<file path="src/smma_pkg.sv">
// ----------------------------------------------------------------------------
// smma_pkg
// shared types and constants of the scaled matrix multiply-add block
// ----------------------------------------------------------------------------
package smma_pkg;

    localparam logic [1:0] FUNC_LOAD_A   = 2'd0;
    localparam logic [1:0] FUNC_LOAD_B   = 2'd1;
    localparam logic [1:0] FUNC_LOAD_C   = 2'd2;
    localparam logic [1:0] FUNC_COMPUTE  = 2'd3;

    localparam logic [2:0] REG_TRANS_A   = 3'd0;
    localparam logic [2:0] REG_TRANS_B   = 3'd1;
    localparam logic [2:0] REG_ALPHA     = 3'd2;
    localparam logic [2:0] REG_BETA      = 3'd3;
    localparam logic [2:0] REG_ROWS      = 3'd4;
    localparam logic [2:0] REG_INNER     = 3'd5;
    localparam logic [2:0] REG_COLS      = 3'd6;
    localparam logic [2:0] REG_ADDEND    = 3'd7;

    localparam int MAX_RESULTS = 16;

    typedef enum logic [2:0] {
        ST_IDLE,
        ST_MAC,
        ST_DRAIN,
        ST_SCALE,
        ST_ADDEND,
        ST_EMIT,
        ST_ERROR
    } t_state;

    // memory access request from the sequencer
    typedef struct packed {
        logic       rd_en;
        logic [7:0] a_addr;
        logic [7:0] b_addr;
        logic [7:0] c_addr;
    } t_mem_rd;

endpackage

</file>
<file path="src/smma_mac.sv">
// ----------------------------------------------------------------------------
// smma_mac
// shared multiply-accumulate datapath with alpha scaling, addend and saturation
// ----------------------------------------------------------------------------
module smma_mac
    import smma_pkg::*;
(
    input  logic                i_clk,
    input  logic                i_clr,
    input  logic                i_acc_en,
    input  logic                i_scale_en,
    input  logic                i_add_en,
    input  logic                i_use_c,
    input  logic signed [15:0]  i_a,
    input  logic signed [15:0]  i_b,
    input  logic signed [15:0]  i_c,
    input  logic signed [15:0]  i_alpha,
    input  logic signed [15:0]  i_beta,
    output logic signed [31:0]  o_value
);

    logic signed [31:0] r_prod;
    logic signed [35:0] r_acc;
    logic signed [43:0] r_total;
    logic signed [51:0] n_scaled;
    logic signed [31:0] n_cterm;
    logic signed [44:0] n_sum;

    // product register, then accumulate
    always_ff @(posedge i_clk) begin
        r_prod <= i_a * i_b;
        if (i_clr) r_acc <= '0;
        else if (i_acc_en) r_acc <= r_acc + 36'(r_prod);
    end

    assign n_scaled = r_acc * i_alpha + 52'sd128;
    assign n_cterm  = i_use_c ? i_beta * i_c : 32'sd0;
    assign n_sum    = 45'(r_total) + 45'(n_cterm);

    // scale with round half up, then add beta*c
    always_ff @(posedge i_clk) begin
        if (i_scale_en) r_total <= n_scaled[51:8];
        else if (i_add_en) r_total <= 44'(n_sum);
    end

    // saturate to q15.16
    always_comb begin
        if (r_total > 44'sd2147483647) o_value = 32'sh7fffffff;
        else if (r_total < -44'sd2147483648) o_value = 32'sh80000000;
        else o_value = r_total[31:0];
    end

endmodule

</file>
<file path="config.mk">
export PLATFORM = sky130hd
export DESIGN_NAME = smma_mac
export DESIGN_NICKNAME = d
export VERILOG_FILES = /design/src/smma_pkg.sv /design/src/smma_mac.sv
export SDC_FILE = /design/constraint.sdc
export NUM_CORES = 2
export LEC_CHECK = 0
export BUFFER_PORTS_ARGS = -buffer_cell sky130_fd_sc_hd__buf_2
export CORE_UTILIZATION = 65
export CTS_CLUSTER_SIZE = 12
export DETAILED_ROUTE_END_ITERATION = 7
export GPL_TIMING_DRIVEN = 0
export PLACE_DENSITY = 0.82
export SYNTH_ARGS = -nofsm -noshare
export SYNTH_HDL_FRONTEND = slang
export SYNTH_SLANG_ARGS = --single-unit
export TNS_END_PERCENT = 30
</file>
<file path="constraint.sdc">
create_clock -name i_clk -period 14.4 [get_ports i_clk]
set_clock_uncertainty 0.2 [all_clocks]
set_input_delay 4.32 -clock i_clk [delete_from_list [all_inputs] [get_ports i_clk]]
set_output_delay 4.32 -clock i_clk [all_outputs]
set_load 0.005 [all_outputs]
</file>
==> impl_metrics.ini <==
[cells_and_area]
nFillCells = 5642
nNetsFinal = 6799
area_growth_pct = 4.29
layout_commonest_cell = inv_1
seq_area_sq_um = 2680
layout_common_cells = inv_1 (1145), fa_1 (1068), nand2_1 (727)
drive_gt1_share_pct = 2.93
multiInputGateArea_sq_um = 38800

[worst_setup_path]
cp.arrival_ns = 13.65
critPathBufInv = 5
worst-setup-path-type = input pin to flip-flop
cp_num_cells = 32
path_max_fanout = 13
worst_path_largest_cell_delay_ns = 0.58
r2r_cells = 24
crit_slowest_cell = fa_1
critPathRequiredTime_ns = 14.34
startpoint_type = input pin
critPathTopFamily = adder cells
crit_path_frequent_cell = fa_1
cp-end-kind = flip-flop

[clock_tree]
clockBufferDepth = 2
clkSinkCount = 112
clk_latency_ns = 0.42
postCtsSetupBuffers = 0
numCtsBuffers = 9
hold_buffers = 0
cts-root-buf = clkbuf_16
cts_tree = yes
post_cts_resized = 0
path_clk_slew_ns = 0.09
h-tree-depth = 3

[yosys]
ys_ff_latch = 112
synth_ff_type = dfxtp_1
netlist_instances = 5171
syn_area_sq_um = 46500
yosysSeqAreaShare_pct = 5.77
avgSynthCellArea_sq_um = 8.99
synthArstFlopShare_pct = 0
synth_fp_nets = 6684
synth_edf_count = 44
yosys_warnings = 0
synth.distinct_cells = 82
synth_top_area_share_pct = 46.0
yosysTopAreaCell = fa_1
synth_area_leaders = fa_1 (46%), ha_1 (9.7%), inv_1 (9.2%)

[floorplanning]
io_pins = 118
die_w_um = 270
initial_utilization_pct = 66.1
die_area_sq_um = 72600
rows = 97
coreArea_sq_um = 70400
fp.dieH_um = 270

[detailed_routing]
drtAntennaViolNets = 0
first_pass_iters = 5
wire_per_inst_um = 19.8
vias = 36013
detail_route.iter0.violations = 3236
route.detailed.vias_per_inst = 5.78
drc = 0
wirelength_um = 124000

[global_routing]
antenna_found_initial = 8
overflow = 0
grt_pass1_vias = 38559
grt_pass1_wl_um = 203000
grt_max_degree = 45
track_usage_pct = 36.1

[timing]
finalSetupViolations = 0
drv_slew = 0
period_minus_slack_ns = 13.71
relSlewSlack_pct = 16.0
worst_pin_slew_ns = 1.24
grt_setup_unrepaired = false
hold_violations = 0
worst_slack_ns = 0.688
period_share_pct = 95.2
fmax_mhz = 72.9
setup_tns_ns = 0

[worst_hold_path]
min_delay_path_depth = 2
hold_class = flip-flop to flip-flop

[placement]
dp_slack_ns = 0.119
gp_congestion = 0.992
hpwl_um = 107000
portBuffers = 104

[job]
cap_violations = 0

[run_status]
status = complete, no violations
## sequential cells by signal, summed over array words and instances, names as in the netlist
| signal | cells |
|---|---|
| r_acc | 36 |
| r_prod | 32 |
| r_total | 44 |
## through the flow
| stage | cell area (sq um) | hold slack [ns] | utilization (%) | std cells |
|---|---|---|---|---|
| after CTS | 48500 | 0.439 | 68.9 | 6231 |
| after floorplan | 46500 | 0.309 | - | 5171 |
| final | 48500 | 0.441 | 68.9 | 6236 |
| after global placement | 48200 | 0.401 | 68.5 | 6215 |
| after global routing | 48500 | 0.466 | 68.9 | 6234 |
| after detailed placement | 48200 | 0.429 | 68.5 | 6215 |
## layout make-up
cell class | instances | share of cell area, %
Clock buffer | 10 | 0.472
Antenna cell | 5 | 0.0258
Timing Repair Buffer | 104 | 1.07
Inverter | 1146 | 8.87
Clock inverter | 6 | 0.106
Tap cell | 940 | 2.42
Buffer | 194 | 1.50
Sequential cell | 112 | 5.53
Multi-Input combinational cell | 3719 | 80.0
## path summary, 6_finish.rpt
path | slack [ns] | startpoint | end
worst max-delay path | 0.69 | i_beta[15] | r_total[43]
worst min-delay path | 0.44 | r_acc[1] | r_acc[1]
worst max register to register | 6.04 | r_acc[12] | r_total[43]
worst min register to register | 0.44 | r_acc[1] | r_acc[1]
## cell families after synthesis
logic type | share of synthesized area [%]
adders and majority gates | 55.6
and+or+nand+nor | 15.9
muxes | 0.651
AOI/OAI and AO/OA | 8.13
DFF | 5.77
buffers and inverters | 10.8
xor gates and xnor gates | 3.14
## worst reg2reg max path: stages (launching register included)
cell	delay, ns
dfxtp_1	0.68
clkbuf_1	0.48
nand2_1	0.15
fa_1	0.58
inv_1	0.06
fa_1	0.53
inv_1	0.05
fa_1	0.50
inv_1	0.06
fa_1	0.54
inv_1	0.05
fa_1	0.47
inv_1	0.05
fa_1	0.44
ha_1	0.45
nand3_1	0.11
nor2_1	0.10
a41oi_1	0.21
a2111oi_0	0.99
o31ai_2	0.28
o21ai_1	0.47
a21oi_1	0.22
o21bai_1	0.20
xnor2_1	0.13
mux2i_1	0.08
## synthesized netlist by cell type (all sizes together) (3+ instances only)
library cell  number
mux2i             28
o21a              24
nand4b             4
xnor2            103
nor3              33
a211o              9
nand2b            74
a311o              3
or3               12
a221oi            10
or4                7
buf                7
nor2             153
a21boi             8
nor4               6
nor4b              4
a211oi            17
o31ai             14
and4               5
a31oi             20
edfxtp            44
dfxtp             68
o22ai              4
clkbuf           187
nor3b              5
fa              1068
o211ai             8
a31o               7
nor2b             21
inv             1145
and3              24
nand3             30
o311ai             7
o21bai            15
a21o             130
and2             398
nand4             14
a2111oi           10
a41oi              6
or2                8
a21oi            150
xor2              61
ha               359
o21ai            104
nand2            727
## metal layers
metal / vias up / global-route usage, % / share of wire (%) / routed length [um]
met5: - / 0 / 0.029 / 36
met4: 2 / 10.9 / 3.2 / 3960
met3: 275 / 9.93 / 12 / 14400
met2: 1664 / 55.4 / 45 / 55300
met1: 18158 / 50.4 / 40 / 50100
li1: 15914 / - / - / -
Power is left out: the tool's default activity adds up to more than one toggle a clock period on the data nets, which glitch-free logic cannot reach.
